`config.mk`:
```
export PLATFORM = sky130hd
export DESIGN_NAME = fixed_partition_allocator
export DESIGN_NICKNAME = d
export VERILOG_FILES = /design/src/hdl/fpa_pkg.sv /design/src/hdl/fpa_ctrl.sv /design/src/hdl/fpa_datapath.sv /design/src/hdl/fixed_partition_allocator.sv
export VERILOG_INCLUDE_DIRS = /design/src /design/src/hdl
export SDC_FILE = /design/constraint.sdc
export NUM_CORES = 1
export LEC_CHECK = 0
export ABC_AREA = 1
export BUFFER_PORTS_ARGS = -buffer_cell sky130_fd_sc_hd__buf_2
export CAP_MARGIN = 20
export CORE_MARGIN = 2
export CORE_UTILIZATION = 50
export DETAILED_ROUTE_END_ITERATION = 10
export PLACE_DENSITY_LB_ADDON = 0.12
export SLEW_MARGIN = 0
export SYNTH_ARGS = -nofsm -noshare
export SYNTH_HDL_FRONTEND = slang
export SYNTH_SLANG_ARGS = --single-unit
```
`constraint.sdc`:
```
create_clock -name clk_i -period 5.1 [get_ports clk_i]
set_clock_uncertainty 0.1 [all_clocks]
set_input_delay 1.53 -clock clk_i [delete_from_list [all_inputs] [get_ports clk_i]]
set_output_delay 1.53 -clock clk_i [all_outputs]
set_load 0.01 [all_outputs]
```
`src/hdl/fixed_partition_allocator_assert.svh`:
```
// Assertion macros for the fixed-partition allocator.
// Depends on nothing; users must have clk_i and rst_ni in scope.
`ifndef FIXED_PARTITION_ALLOCATOR_ASSERT_SVH
`define FIXED_PARTITION_ALLOCATOR_ASSERT_SVH
`ifndef SYNTH
// Property that must hold at every clock edge outside reset.
`define FPA_ASSERT(lbl, prop) \
  lbl: assert property (@(posedge clk_i) disable iff (!rst_ni) prop) \
    else $error("fixed_partition_allocator: assertion failed");
// Condition that must never be true outside reset.
`define FPA_ASSERT_NEVER(lbl, cond) \
  lbl: assert property (@(posedge clk_i) disable iff (!rst_ni) !(cond)) \
    else $error("fixed_partition_allocator: forbidden condition seen");
`else
`define FPA_ASSERT(lbl, prop)
`define FPA_ASSERT_NEVER(lbl, cond)
`endif
`endif

```
`src/hdl/fpa_pkg.sv`:
```
// Shared types, codes and constants of the fixed-partition allocator.
// No dependencies.
package fpa_pkg;

  // Default sizing of the partition table.
  localparam int MAX_PARTITIONS_DEF = 16;
  localparam int SIZE_WIDTH_DEF     = 16;

  // Fixed field widths.
  localparam int ACTION_W = 2;
  localparam int INDEX_W  = 4;
  localparam int FSIZE_W  = 16;
  localparam int PID_W    = 16;
  localparam int STATUS_W = 2;
  localparam int MODE_W   = 2;
  localparam int COUNT_W  = 5;

  // Configuration port.
  localparam int CFG_IDX_W  = 1;
  localparam int CFG_DATA_W = 5;
  localparam logic [CFG_IDX_W-1:0] REG_FIT_MODE   = 1'b0;
  localparam logic [CFG_IDX_W-1:0] REG_PART_COUNT = 1'b1;
  localparam logic [COUNT_W-1:0]   PART_COUNT_RST = 5'd16;

  // Item actions.
  localparam logic [ACTION_W-1:0] ACT_LOAD  = 2'd0;
  localparam logic [ACTION_W-1:0] ACT_REQ   = 2'd1;
  localparam logic [ACTION_W-1:0] ACT_QUERY = 2'd2;

  // Placement policies.
  localparam logic [MODE_W-1:0] MODE_BEST  = 2'd0;
  localparam logic [MODE_W-1:0] MODE_WORST = 2'd1;
  localparam logic [MODE_W-1:0] MODE_FIRST = 2'd2;

  // Result status codes.
  localparam logic [STATUS_W-1:0] STAT_OK    = 2'd0;
  localparam logic [STATUS_W-1:0] STAT_NOFIT = 2'd1;
  localparam logic [STATUS_W-1:0] STAT_RANGE = 2'd2;

  // Controller states, one-hot.
  typedef enum logic [3:0] {
    ST_IDLE = 4'b0001,
    ST_EXEC = 4'b0010,
    ST_SCAN = 4'b0100,
    ST_DONE = 4'b1000
  } fpa_state_e;

  // Commands from controller to datapath.
  typedef struct packed {
    logic capture;
    logic exec;
    logic scan;
    logic finish;
  } fpa_cmd_t;

  // Status from datapath to controller.
  typedef struct packed {
    logic is_req;
    logic scan_done;
    logic out_free;
  } fpa_stat_t;

endpackage

```
`src/hdl/fpa_ctrl.sv`:
```
// Controller state machine of the fixed-partition allocator.
// Depends on fpa_pkg; drives commands to fpa_datapath.
module fpa_ctrl
  import fpa_pkg::*;
(
  input  logic      clk_i,
  input  logic      rst_ni,
  input  logic      in_valid_i,
  output logic      in_stall_o,
  input  fpa_stat_t stat_i,
  output fpa_cmd_t  cmd_o
);

  fpa_state_e state_q, state_d;

  // Next state and command decode.
  always_comb begin
    state_d = state_q;
    cmd_o   = '0;
    case (state_q)
      ST_IDLE: begin
        if (in_valid_i) begin
          cmd_o.capture = 1'b1;
          state_d       = ST_EXEC;
        end
      end
      ST_EXEC: begin
        cmd_o.exec = 1'b1;
        state_d    = stat_i.is_req ? ST_SCAN : ST_DONE;
      end
      ST_SCAN: begin
        cmd_o.scan = 1'b1;
        if (stat_i.scan_done) begin
          state_d = ST_DONE;
        end
      end
      ST_DONE: begin
        if (stat_i.out_free) begin
          cmd_o.finish = 1'b1;
          state_d      = ST_IDLE;
        end
      end
      default: begin
        state_d = ST_IDLE;
      end
    endcase
  end

  // Only an idle controller takes a new item.
  assign in_stall_o = (state_q != ST_IDLE);

  always_ff @(posedge clk_i or negedge rst_ni) begin
    if (!rst_ni) begin
      state_q <= ST_IDLE;
    end else begin
      state_q <= state_d;
    end
  end

endmodule

```
`src/hdl/fpa_datapath.sv`:
```
// Datapath of the fixed-partition allocator: tables, scan unit, output register.
// Depends on fpa_pkg; driven by fpa_ctrl commands.
module fpa_datapath
  import fpa_pkg::*;
#(
  parameter int MAX_PARTITIONS = MAX_PARTITIONS_DEF,
  parameter int SIZE_WIDTH     = SIZE_WIDTH_DEF
) (
  input  logic                  clk_i,
  input  logic                  rst_ni,
  input  fpa_cmd_t              cmd_i,
  output fpa_stat_t             stat_o,
  // Configuration write.
  input  logic                  cfg_we_i,
  input  logic [CFG_IDX_W-1:0]  cfg_index_i,
  input  logic [CFG_DATA_W-1:0] cfg_data_i,
  // Input item.
  input  logic [ACTION_W-1:0]   action_i,
  input  logic [INDEX_W-1:0]    partition_index_i,
  input  logic [FSIZE_W-1:0]    size_i,
  input  logic [PID_W-1:0]      process_id_i,
  // Result item.
  output logic                  out_valid_o,
  input  logic                  out_stall_i,
  output logic [STATUS_W-1:0]   status_o,
  output logic [INDEX_W-1:0]    chosen_index_o,
  output logic                  allocated_o,
  output logic [PID_W-1:0]      owner_id_o
);

  localparam int IDX_W = (MAX_PARTITIONS > 1) ? $clog2(MAX_PARTITIONS) : 1;
  localparam int CAP   = (MAX_PARTITIONS > 31) ? 31 : MAX_PARTITIONS;

  // Configuration registers.
  logic [MODE_W-1:0]  fit_mode_q;
  logic [COUNT_W-1:0] part_count_q;
  logic [COUNT_W-1:0] count;

  always_ff @(posedge clk_i or negedge rst_ni) begin
    if (!rst_ni) begin
      fit_mode_q   <= MODE_BEST;
      part_count_q <= PART_COUNT_RST;
    end else if (cfg_we_i) begin
      case (cfg_index_i)
        REG_FIT_MODE:   fit_mode_q   <= cfg_data_i[MODE_W-1:0];
        REG_PART_COUNT: part_count_q <= cfg_data_i[COUNT_W-1:0];
        default: begin
        end
      endcase
    end
  end

  // Counts above the table capacity act as the capacity.
  assign count = (part_count_q > COUNT_W'(CAP)) ? COUNT_W'(CAP) : part_count_q;

  // Captured item.
  logic [ACTION_W-1:0]   action_q;
  logic [INDEX_W-1:0]    idx_q;
  logic [SIZE_WIDTH-1:0] req_q;
  logic [PID_W-1:0]      pid_q;
  logic                  in_range;
  logic [IDX_W-1:0]      item_addr;

  always_ff @(posedge clk_i) begin
    if (cmd_i.capture) begin
      action_q <= action_i;
      idx_q    <= partition_index_i;
      req_q    <= SIZE_WIDTH'(size_i);
      pid_q    <= process_id_i;
    end
  end

  assign in_range  = ({1'b0, idx_q} < count);
  assign item_addr = IDX_W'(idx_q);

  // Partition tables: sizes and owners in memories, busy flags in flops.
  logic [SIZE_WIDTH-1:0]     size_mem  [MAX_PARTITIONS];
  logic [PID_W-1:0]          owner_mem [MAX_PARTITIONS];
  logic [MAX_PARTITIONS-1:0] busy_q;
  logic [PID_W-1:0]          owner_rd_q;

  // Scan unit state.
  logic [COUNT_W-1:0]    ptr_q;
  logic                  rd_vld_q;
  logic [IDX_W-1:0]      rd_idx_q;
  logic [SIZE_WIDTH-1:0] rd_size_q;
  logic                  found_q;
  logic [IDX_W-1:0]      best_idx_q;
  logic [SIZE_WIDTH-1:0] best_size_q;
  logic                  issue;
  logic                  hit;
  logic                  take;
  logic                  commit;

  assign issue  = cmd_i.scan && (ptr_q < count);
  assign commit = cmd_i.finish && (action_q == ACT_REQ) && found_q;

  // A free partition large enough either starts or improves the pick.
  assign hit  = rd_vld_q && !busy_q[rd_idx_q] && (rd_size_q >= req_q);
  assign take = hit && (!found_q
             || ((fit_mode_q == MODE_BEST)  && (rd_size_q < best_size_q))
             || ((fit_mode_q == MODE_WORST) && (rd_size_q > best_size_q)));

  // Size memory: written by loads, read once per scan step.
  always_ff @(posedge clk_i) begin
    if (cmd_i.exec && (action_q == ACT_LOAD) && in_range) begin
      size_mem[item_addr] <= SIZE_WIDTH'(req_q);
    end
    if (issue) begin
      rd_size_q <= size_mem[IDX_W'(ptr_q)];
      rd_idx_q  <= IDX_W'(ptr_q);
    end
  end

  // Owner memory: written at allocation, read for queries.
  always_ff @(posedge clk_i) begin
    if (commit) begin
      owner_mem[best_idx_q] <= pid_q;
    end
    if (cmd_i.exec) begin
      owner_rd_q <= owner_mem[item_addr];
    end
  end

  // Busy flags.
  always_ff @(posedge clk_i or negedge rst_ni) begin
    if (!rst_ni) begin
      busy_q <= '0;
    end else begin
      if (cmd_i.exec && (action_q == ACT_LOAD) && in_range) begin
        busy_q[item_addr] <= 1'b0;
      end
      if (commit) begin
        busy_q[best_idx_q] <= 1'b1;
      end
    end
  end

  // Scan pointer, read pipeline and running pick.
  always_ff @(posedge clk_i or negedge rst_ni) begin
    if (!rst_ni) begin
      ptr_q    <= '0;
      rd_vld_q <= 1'b0;
      found_q  <= 1'b0;
    end else if (cmd_i.exec) begin
      ptr_q    <= '0;
      rd_vld_q <= 1'b0;
      found_q  <= 1'b0;
    end else begin
      rd_vld_q <= issue;
      if (issue) begin
        ptr_q <= ptr_q + 1'b1;
      end
      if (take) begin
        found_q <= 1'b1;
      end
    end
  end

  always_ff @(posedge clk_i) begin
    if (take) begin
      best_idx_q  <= rd_idx_q;
      best_size_q <= rd_size_q;
    end
  end

  // Result of the current item.
  logic [STATUS_W-1:0] res_status;
  logic [INDEX_W-1:0]  res_index;
  logic                res_alloc;
  logic [PID_W-1:0]    res_owner;

  always_comb begin
    res_status = STAT_OK;
    res_index  = idx_q;
    res_alloc  = 1'b0;
    res_owner  = '0;
    case (action_q)
      ACT_LOAD: begin
        if (!in_range) begin
          res_status = STAT_RANGE;
        end
      end
      ACT_REQ: begin
        if (found_q) begin
          res_index = INDEX_W'(best_idx_q);
        end else begin
          res_status = STAT_NOFIT;
          res_index  = '0;
        end
      end
      default: begin
        if (!in_range) begin
          res_status = STAT_RANGE;
        end else if (busy_q[item_addr]) begin
          res_alloc = 1'b1;
          res_owner = owner_rd_q;
        end
      end
    endcase
  end

  // Output register; holds while the receiver stalls.
  always_ff @(posedge clk_i or negedge rst_ni) begin
    if (!rst_ni) begin
      out_valid_o <= 1'b0;
    end else if (cmd_i.finish) begin
      out_valid_o <= 1'b1;
    end else if (!out_stall_i) begin
      out_valid_o <= 1'b0;
    end
  end

  always_ff @(posedge clk_i) begin
    if (cmd_i.finish) begin
      status_o       <= res_status;
      chosen_index_o <= res_index;
      allocated_o    <= res_alloc;
      owner_id_o     <= res_owner;
    end
  end

  // Status to the controller.
  assign stat_o.is_req    = (action_q == ACT_REQ);
  assign stat_o.scan_done = !issue && !rd_vld_q;
  assign stat_o.out_free  = !out_valid_o || !out_stall_i;

endmodule

```
`src/hdl/fixed_partition_allocator.sv`:
```
// Fixed-partition allocator with best, worst and first fit placement.
// Input and result channels use valid/stall; a configuration channel uses
// valid/ready and is always ready. Configuration registers: index 0 is the
// fit mode, index 1 the partition count.
// Each accepted item gives exactly one result. A load or a query passes from
// capture through the execute state to the done state, where its result is
// written to the output register. A request also passes through the scan
// state, which covers the N partitions in use (the count, capped at the
// table size): the scan reads one size memory entry per cycle through one
// comparator, and ends once no registered read is left in flight. The block
// takes one item at a time; the next input transfer can happen the cycle
// after the result is written to the output register, even while that
// result still waits for the receiver.
// A stalled result holds in the output register; while it is held, the
// next item runs up to its result and then waits.
// Reset clears the busy flags, the controller and the output valid, and
// sets fit mode to best fit and the partition count to 16. Partition sizes
// and owners are not cleared; a partition must be loaded before use.
// Depends on fpa_pkg, fpa_ctrl, fpa_datapath and the assertion macro header.
`include "fixed_partition_allocator_assert.svh"
module fixed_partition_allocator
  import fpa_pkg::*;
#(
  parameter int MAX_PARTITIONS = MAX_PARTITIONS_DEF,
  parameter int SIZE_WIDTH     = SIZE_WIDTH_DEF
) (
  input  logic                  clk_i,
  input  logic                  rst_ni,
  // Configuration channel.
  input  logic                  cfg_valid_i,
  output logic                  cfg_ready_o,
  input  logic [CFG_IDX_W-1:0]  cfg_index_i,
  input  logic [CFG_DATA_W-1:0] cfg_data_i,
  // Input channel.
  input  logic                  in_valid_i,
  output logic                  in_stall_o,
  input  logic [ACTION_W-1:0]   action_i,
  input  logic [INDEX_W-1:0]    partition_index_i,
  input  logic [FSIZE_W-1:0]    size_i,
  input  logic [PID_W-1:0]      process_id_i,
  // Result channel.
  output logic                  out_valid_o,
  input  logic                  out_stall_i,
  output logic [STATUS_W-1:0]   status_o,
  output logic [INDEX_W-1:0]    chosen_index_o,
  output logic                  allocated_o,
  output logic [PID_W-1:0]      owner_id_o
);

  fpa_cmd_t  cmd;
  fpa_stat_t stat;

  // Configuration writes are taken in any cycle.
  assign cfg_ready_o = 1'b1;

  fpa_ctrl u_ctrl (
    .clk_i      (clk_i),
    .rst_ni     (rst_ni),
    .in_valid_i (in_valid_i),
    .in_stall_o (in_stall_o),
    .stat_i     (stat),
    .cmd_o      (cmd)
  );

  fpa_datapath #(
    .MAX_PARTITIONS (MAX_PARTITIONS),
    .SIZE_WIDTH     (SIZE_WIDTH)
  ) u_datapath (
    .clk_i             (clk_i),
    .rst_ni            (rst_ni),
    .cmd_i             (cmd),
    .stat_o            (stat),
    .cfg_we_i          (cfg_valid_i && cfg_ready_o),
    .cfg_index_i       (cfg_index_i),
    .cfg_data_i        (cfg_data_i),
    .action_i          (action_i),
    .partition_index_i (partition_index_i),
    .size_i            (size_i),
    .process_id_i      (process_id_i),
    .out_valid_o       (out_valid_o),
    .out_stall_i       (out_stall_i),
    .status_o          (status_o),
    .chosen_index_o    (chosen_index_o),
    .allocated_o       (allocated_o),
    .owner_id_o        (owner_id_o)
  );

  // An accepted item blocks the input until its result is written.
  `FPA_ASSERT(a_busy_after_accept, (in_valid_i && !in_stall_o) |=> in_stall_o)
  // At most one controller command per cycle.
  `FPA_ASSERT(a_cmd_onehot0, $onehot0({cmd.capture, cmd.exec, cmd.scan, cmd.finish}))
  // A finished item always shows up as a valid result.
  `FPA_ASSERT(a_finish_gives_result, cmd.finish |=> out_valid_o)
  // A result is never written over one the receiver has not taken.
  `FPA_ASSERT_NEVER(a_no_overwrite, cmd.finish && out_valid_o && out_stall_i)

endmodule

```
==> reports/metrics.cfg, run 1 <==
[synth]
ys.warnings.count = 0
netlist_area_um2 = 26200
synth_top_family_by_area = simple AND/OR/NAND/NOR gates
seq_area_frac_synth_pct = 75.5
synth.ff_latch_count = 664
synth_xor_area_share_pct = 0.0335
synth.area.mux_share_pct = 0.430
synth.distinct_cells = 40
synth-compound-area-share_pct = 9.08
synth_fa_ha_area_share_pct = 1.91
syn_nets = 1968
synth.avg_cell_area_um2 = 13.9
synth_cells = 1879
synth-simple-area-share_pct = 9.65

[setup_path]
rr_endpoint = u_datapath.size_mem[10][1]
cp_max_fo = 17
cpMaxStageDelayCell = nor3_4
endpoint_kind = flip-flop
worstPathArrival_ps = 4010
rrSetupSlack_ps = 1210
crit_path_end = u_datapath.size_mem[10][1]
cpMostUsedCell = nand2_1
critPathLaunchType = flip-flop
slowest_delay_ps = 950
cp-startpoint = u_datapath.part_count_q[0]
cp_num_cells = 8
critPathBufInv = 0
cp_top_family = simple AND/OR/NAND/NOR gates
r2r_start = u_datapath.part_count_q[0]
path_cells = o41ai_1, nand2_1, ha_1, a21oi_1, nand2_1, o21ai_1, nand2_2, nor3_4
required_ps = 5220
crit_type = flip-flop to flip-flop
r2r_cells = 8

[timing]
rsz0062_at_grt = no
final_hold_viol_count = 0
worstMarginPinSlew_ps = 1030
slew_headroom_pct = 31.3
tns_ps = 0
setup_viol = 0
clock.fmax_mhz = 257
slew_violations = 0
fin_crit_sh_pct = 76.3
finalCriticalPeriod_ps = 3890

[drt]
vias = 15800
wl_per_cell_um = 24.0
drc_errors = 0
drt_iter0_markers = 1991
drt_pass1_iterations = 5
routed_wl_um = 65100
postRouteAntennaNets = 0
vias_per_cell = 5.83

[layout]
diodes = 0
design_area_um2 = 29700
nNetsFinal = 2068
utilization_pct = 57.8
area_delta_synth_final_pct = 13.7
layout-drive-gt1-share_pct = 13.4

[floorplanning]
rows = 83
die_w_um = 233
die_area_um2 = 54200
ios = 75
coreArea_um2 = 51500
start_util_pct = 50.8
die_y_um = 233

[worst_hold_path]
hp-class = flip-flop to flip-flop

[run_status]
outcome = finished, final reports clean

[clock_network]
clk_pin_slew_ps = 60
post_cts_buffers = 0
numCtsBuffers = 70
cts.htree.levels = 3
clockBufferDepth = 3
clkSinkCount = 664
clock-root-buffer = clkbuf_16
cts_hold_buffers = 0
cts_resized = 0
clkLatencyLatePin_ps = 610
cts_tree = built

[pwr]
leakage_nw = 10.6
p_total_mw = 13.7
clock_power_share_pct = 36.5
switchingPower_mw = 3.81
internal-power_mw = 9.94
combPwrFrac_pct = 14.7
powerDensity_nw_per_um2 = 462
seqPwrFrac_pct = 48.8
swShare_pct = 27.7
peakVddDrop_v = 0.000273

[global_routing]
antenna_found_initial = 2
grt_pass1_vias = 15100
grt_overflow = 0
grt_max_degree = 80
grt_pass1_wl_um = 96600
grt_use_total_pct = 24.6

[place]
placed_cell_area_um2 = 27400
hpwl_um = 41400
portBuffers = 73
globalplace.congestion = 0.884

[run]
cap_viol_max_count = 0

==> worst min path at each step <==
stage                                  from  cells past startpoint                         to
global route        u_datapath.rd_size_q[0]                      0  u_datapath.best_size_q[0]
finish              u_datapath.rd_size_q[0]                      0  u_datapath.best_size_q[0]
floorplan           u_datapath.rd_size_q[0]                      0  u_datapath.best_size_q[0]
global placement    u_datapath.rd_size_q[0]                      0  u_datapath.best_size_q[0]
detailed placement  u_datapath.rd_size_q[0]                      0  u_datapath.best_size_q[0]
CTS                 u_datapath.rd_size_q[0]                      0  u_datapath.best_size_q[0]
==> worst register-to-register path: cells and delay by family, from the launching register on <==
| family | cells | cell delay, ps |
|---|---|---|
| DFF | 1 | 420 |
| AOI/OAI and AO/OA | 3 | 970 |
| and+or+nand+nor | 4 | 1660 |
| adders and majority gates | 1 | 370 |
==> area by class of cell <==
type / count / area [um^2]
repair buffers: 112 / 694
fillers: 4093 / 21800
inverters: 132 / 497
clock buffers: 88 / 1890
flip-flops and latches: 664 / 19800
clock inverters: 39 / 380
multi-input cells: 999 / 5660
well taps: 680 / 851
==> cell usage after synthesis, drive strengths merged <==
library cell	instances	share of area [%]
edfxtp	629	72
nand2	257	3.7
nor2	213	3.1
a22oi	130	3.7
inv	128	1.8
o21ai	124	2.4
nand3	51	0.99
buf	47	0.94
ha	40	1.9
nor3	39	1.2
clkbuf	37	0.53
dfrtp	33	3.2
o32ai	32	1.1
nand4	24	0.60
o211ai	24	0.69
a21oi	23	0.44
o22ai	14	0.33
mux2i	9	0.34
o221ai	9	0.30
clkinv	4	0.057
dfstp	2	0.20
mux2	2	0.086
o21a	2	0.057
conb	1	0.014
nor2b	1	0.024
o21bai	1	0.029
o31ai	1	0.029
o41ai	1	0.033
xor2	1	0.033
==> per-stage QoR <==
step / hold slack [ps] / instances / worst slack [ps]
floorplan: 326 / 1879 / 441
global placement: 332 / 2585 / 1260
detailed placement: 344 / 2586 / 1220
CTS: 356 / 2713 / 1220
global route: 378 / 2714 / 916
finish: 350 / 2714 / 1210
==> routing by layer <==
metal / wire (um) / track usage [%]
met5: 13 / 0
met4: 1730 / 7.19
met3: 6340 / 6.18
met2: 28000 / 34.9
met1: 29100 / 37.5
==> cell usage in the layout (no fill, tap or decap), drive strengths merged, types with 2 or more instances in the layout <==
cell type / netlist / layout
edfxtp: 629 / 629
nand2: 257 / 257
nor2: 213 / 213
a22oi: 130 / 130
inv: 128 / 128
o21ai: 124 / 124
buf: 47 / 112
clkbuf: 37 / 88
nand3: 51 / 51
ha: 40 / 40
nor3: 39 / 39
clkinv: 4 / 34
dfrtp: 33 / 33
o32ai: 32 / 32
o211ai: 24 / 24
nand4: 24 / 24
a21oi: 23 / 23
o22ai: 14 / 14
mux2i: 9 / 9
o221ai: 9 / 9
bufinv: 0 / 7
o21a: 2 / 2
mux2: 2 / 2
clkinvlp: 0 / 2
dfstp: 2 / 2
==> power by group through the flow <==
| stage | clock network (mW) | registers (mW) | logic (mW) |
|---|---|---|---|
| detailed placement | 0 | 6.82 | 2.00 |
| finish | 5.02 | 6.70 | 2.02 |
| global route | 5.33 | 6.72 | 2.21 |
| CTS | 5.11 | 6.70 | 2.01 |
| global placement | 0 | 6.80 | 1.98 |
| floorplan | 0 | 6.69 | 1.22 |
==> logic make-up (layout without fill, tap and decap cells) <==
family,count (synthesis),after routing
flip-flops,664,664
AND/OR/NAND/NOR,585,585
AO/OA/AOI/OAI,361,361
buffers and inverters,216,371
adder cells (fa/ha/maj),40,40
multiplexers,11,11
other,1,1
XOR/XNOR,1,1
==> sequential cells by signal (all words and copies together) (netlist names) <==
| name | flops |
|---|---|
| u_datapath.best_idx_q | 4 |
| u_datapath.ptr_q | 5 |
| u_datapath.chosen_index_o | 4 |
| u_datapath.allocated_o | 1 |
| u_datapath.rd_idx_q | 4 |
| u_datapath.req_q | 16 |
| u_datapath.rd_size_q | 16 |
| u_datapath.best_size_q | 16 |
| u_datapath.status_o | 2 |
| u_datapath.out_valid_o | 1 |
| u_datapath.size_mem | 256 |
| u_datapath.fit_mode_q | 2 |
| u_datapath.pid_q | 16 |
| u_datapath.part_count_q | 5 |
| u_datapath.found_q | 1 |
| u_datapath.rd_vld_q | 1 |
| u_ctrl.state_q | 4 |
| u_datapath.owner_rd_q | 16 |
| u_datapath.owner_mem | 256 |
| u_datapath.action_q | 2 |
| u_datapath.owner_id_o | 16 |
| u_datapath.busy_q | 16 |
| u_datapath.idx_q | 4 |
No activity file was read; power rests on OpenSTA's default activity.
==> run 2, diff against run 1 <==
==> constraint.sdc (replaced) <==
create_clock -name clk_i -period 3.6 [get_ports clk_i]
set_clock_uncertainty 0.1 [all_clocks]
set_input_delay 1.08 -clock clk_i [delete_from_list [all_inputs] [get_ports clk_i]]
set_output_delay 1.08 -clock clk_i [all_outputs]
set_load 0.01 [all_outputs]
==> run 2 against run 1 <==
Critical path depth rose by 2. Flip-flop and latch count unchanged. Combinational power increased by 41%. Fmax grew 23%. Wire length is essentially flat. Power grew 39%. Utilization up 0.37 points. Die area did not move. Global-route usage fell by 0.18 points. Register-to-register slack got worse by 780 ps. Via count increased by 0.17%. Critical endpoint is now u_datapath.size_mem[15][11]. Highest routed layer is now met4.
==> reports/metrics.cfg, run 2 (synthesized netlist as in run 1, its figures left out) <==
[worst_hold_path]
hp-class = flip-flop to flip-flop  ; unchanged
worst_hold_path.num_cells = 0  ; unchanged
min_from = u_datapath.rd_size_q[0]  ; unchanged
min_to = u_datapath.best_size_q[0]  ; unchanged

[floorplanning]
start_util_pct = 50.8  ; unchanged
die_y_um = 233  ; unchanged
coreArea_um2 = 51500  ; unchanged
ios = 75  ; unchanged
die_area_um2 = 54200  ; unchanged
die_w_um = 233  ; unchanged
rows = 83  ; unchanged

[drt]
vias = 15900  ; was 15800
wl_per_cell_um = 23.7  ; was 24.0 um
drt_pass1_iterations = 5  ; unchanged
drt_iter0_markers = 1715  ; was 1991
drc_errors = 0  ; unchanged
routed_wl_um = 65100  ; about the same
vias_per_cell = 5.78  ; was 5.83
postRouteAntennaNets = 0  ; unchanged

[clock_network]
cts.htree.levels = 3  ; unchanged
clkSinkCount = 664  ; unchanged
clock-root-buffer = clkbuf_16  ; unchanged
clockBufferDepth = 3  ; unchanged
cts_resized = 0  ; unchanged
cts_hold_buffers = 0  ; unchanged
post_cts_buffers = 0  ; unchanged
numCtsBuffers = 70  ; unchanged
cts_tree = built  ; unchanged
clk_pin_slew_ps = 60  ; about the same
clkLatencyLatePin_ps = 600  ; was 610 ps

[pwr]
switchingPower_mw = 5.28  ; was 3.81 mW
internal-power_mw = 13.8  ; was 9.94 mW
peakVddDrop_v = 0.000454  ; was 0.000273 V
combPwrFrac_pct = 14.9  ; was 14.7%
seqPwrFrac_pct = 49.5  ; was 48.8%
swShare_pct = 27.6  ; was 27.7%
leakage_nw = 10.7  ; was 10.6 nW
clock_power_share_pct = 35.6  ; was 36.5%
powerDensity_nw_per_um2 = 638  ; was 462 nW/um^2

[setup_path]
crit_type = flip-flop to flip-flop  ; unchanged
r2r_start = u_datapath.part_count_q[0]  ; unchanged
rrSetupSlack_ps = 420  ; was 1210 ps
path_cells = o41ai_1, nand2_1, ha_1, a21oi_1, nand2_1, o21ai_1, nand2_2, buf_4, nor3_2, buf_4  ; was o41ai_1, nand2_1, ha_1, a21oi_1, nand2_1, o21ai_1, nand2_2, nor3_4
endpoint_kind = flip-flop  ; unchanged
cp_top_family = compound AO/OA/AOI/OAI gates  ; was simple AND/OR/NAND/NOR gates
required_ps = 3760  ; was 5220 ps
cp-startpoint = u_datapath.part_count_q[0]  ; unchanged
critPathLaunchType = flip-flop  ; unchanged
critPathBufInv = 2  ; was 0
slowest_delay_ps = 520  ; was 950 ps
cp_max_fo = 16  ; was 17
worstPathArrival_ps = 3340  ; was 4010 ps
r2r_cells = 10  ; was 8
cpMaxStageDelayCell = o41ai_1  ; was nor3_4
rr_endpoint = u_datapath.size_mem[15][11]  ; was u_datapath.size_mem[10][1]

[run]
cap_viol_max_count = 0  ; unchanged

[timing]
slew_headroom_pct = 21.5  ; was 31.3%
setup_viol = 0  ; unchanged
slew_violations = 0  ; unchanged
rsz0062_at_grt = no  ; unchanged
worstMarginPinSlew_ps = 1170  ; was 1030 ps
tns_ps = 0  ; unchanged
fin_crit_sh_pct = 88.2  ; was 76.3%
final_hold_viol_count = 0  ; unchanged
finalCriticalPeriod_ps = 3180  ; was 3890 ps
clock.fmax_mhz = 315  ; was 257 MHz

[global_routing]
antenna_found_initial = 3  ; was 2
grt_max_degree = 134  ; was 80
grt_pass1_vias = 15300  ; was 15100
grt_use_total_pct = 24.4  ; was 24.6%
grt_overflow = 0  ; unchanged
grt_pass1_wl_um = 96600  ; about the same

[layout]
layout_commonest_cell = edfxtp_1  ; unchanged
nNetsFinal = 2105  ; was 2068
diodes = 0  ; unchanged
layout-drive-gt1-share_pct = 14.7  ; was 13.4%
final_cells = 2744  ; was 2714
multi_input_area_um2 = 5660  ; unchanged
fill_cells = 4103  ; was 4093
top_regs = u_datapath.owner_mem: 256 flops, u_datapath.size_mem: 256 flops  ; unchanged
final_cell_mix = edfxtp_1, nand2_1, nor2_1, a22oi_1, inv_1  ; unchanged
area_delta_synth_final_pct = 14.4  ; was 13.7%
final-seq-area_um2 = 19800  ; unchanged

[place]
hpwl_um = 41500  ; was 41400 um
portBuffers = 73  ; unchanged
placed_cells = 2624  ; was 2586
globalplace.congestion = 0.871  ; was 0.884

[run_status]
outcome = finished, final reports clean  ; unchanged

## run 2: stage by stage
stage | hold WS [ps] | instance area (um^2) | utilization, % | worst slack (ps) | total power, mW
floorplan | 326 | 26200 | - | 42.3 | 11.2
global placement | 332 | 27800 | 54.0 | 409 | 12.4
detailed placement | 348 | 27800 | 54.0 | 425 | 12.5
CTS | 367 | 29900 | 58.1 | 420 | 19.2
global route | 383 | 29900 | 58.1 | 142 | 19.8
finish | 371 | 29900 | 58.1 | 425 | 19.1
## run 2: area by class of cell
cell class	instances	share of cell area, %
clock buffers	93	6.42
clock inverters	27	0.761
inverters	132	1.66
multi-input cells	999	18.9
flip-flops and latches	664	66.0
well taps	680	2.84
repair buffers	149	3.38
## run 2: how the worst max path moves through the flow
stage                                   to  cells past startpoint
6_report       u_datapath.size_mem[15][11]                     10
5_1_grt         u_datapath.size_mem[15][0]                     10
3_5_place_dp     u_datapath.size_mem[8][4]                     10
3_3_place_gp     u_datapath.size_mem[8][2]                     10
2_1_floorplan    u_datapath.size_mem[1][0]                      8
4_1_cts         u_datapath.size_mem[15][9]                     10
## run 2: power by group through the flow
stage	combinational, mW	sequential [mW]	clock [mW]
finish	2.85	9.46	6.80
floorplan	1.73	9.48	0
global route	3.15	9.49	7.21
CTS	2.85	9.45	6.93
global placement	2.80	9.60	0
detailed placement	2.84	9.61	0
## run 2: worst reg2reg max path: cells and delay by family (launching register included)
kind	cells	cell delay, ps
AO/OA/AOI/OAI	3	920
buffers and inverters	2	560
flip-flops	1	420
adder cells (fa/ha/maj)	1	360
AND/OR/NAND/NOR	4	500
## run 2: routing by layer
metal	part of all wire, %	global-route usage, %
met1	45	37.1
met2	44	35.2
met3	9.7	6.58
met4	1.5	5.31
met5	0	0
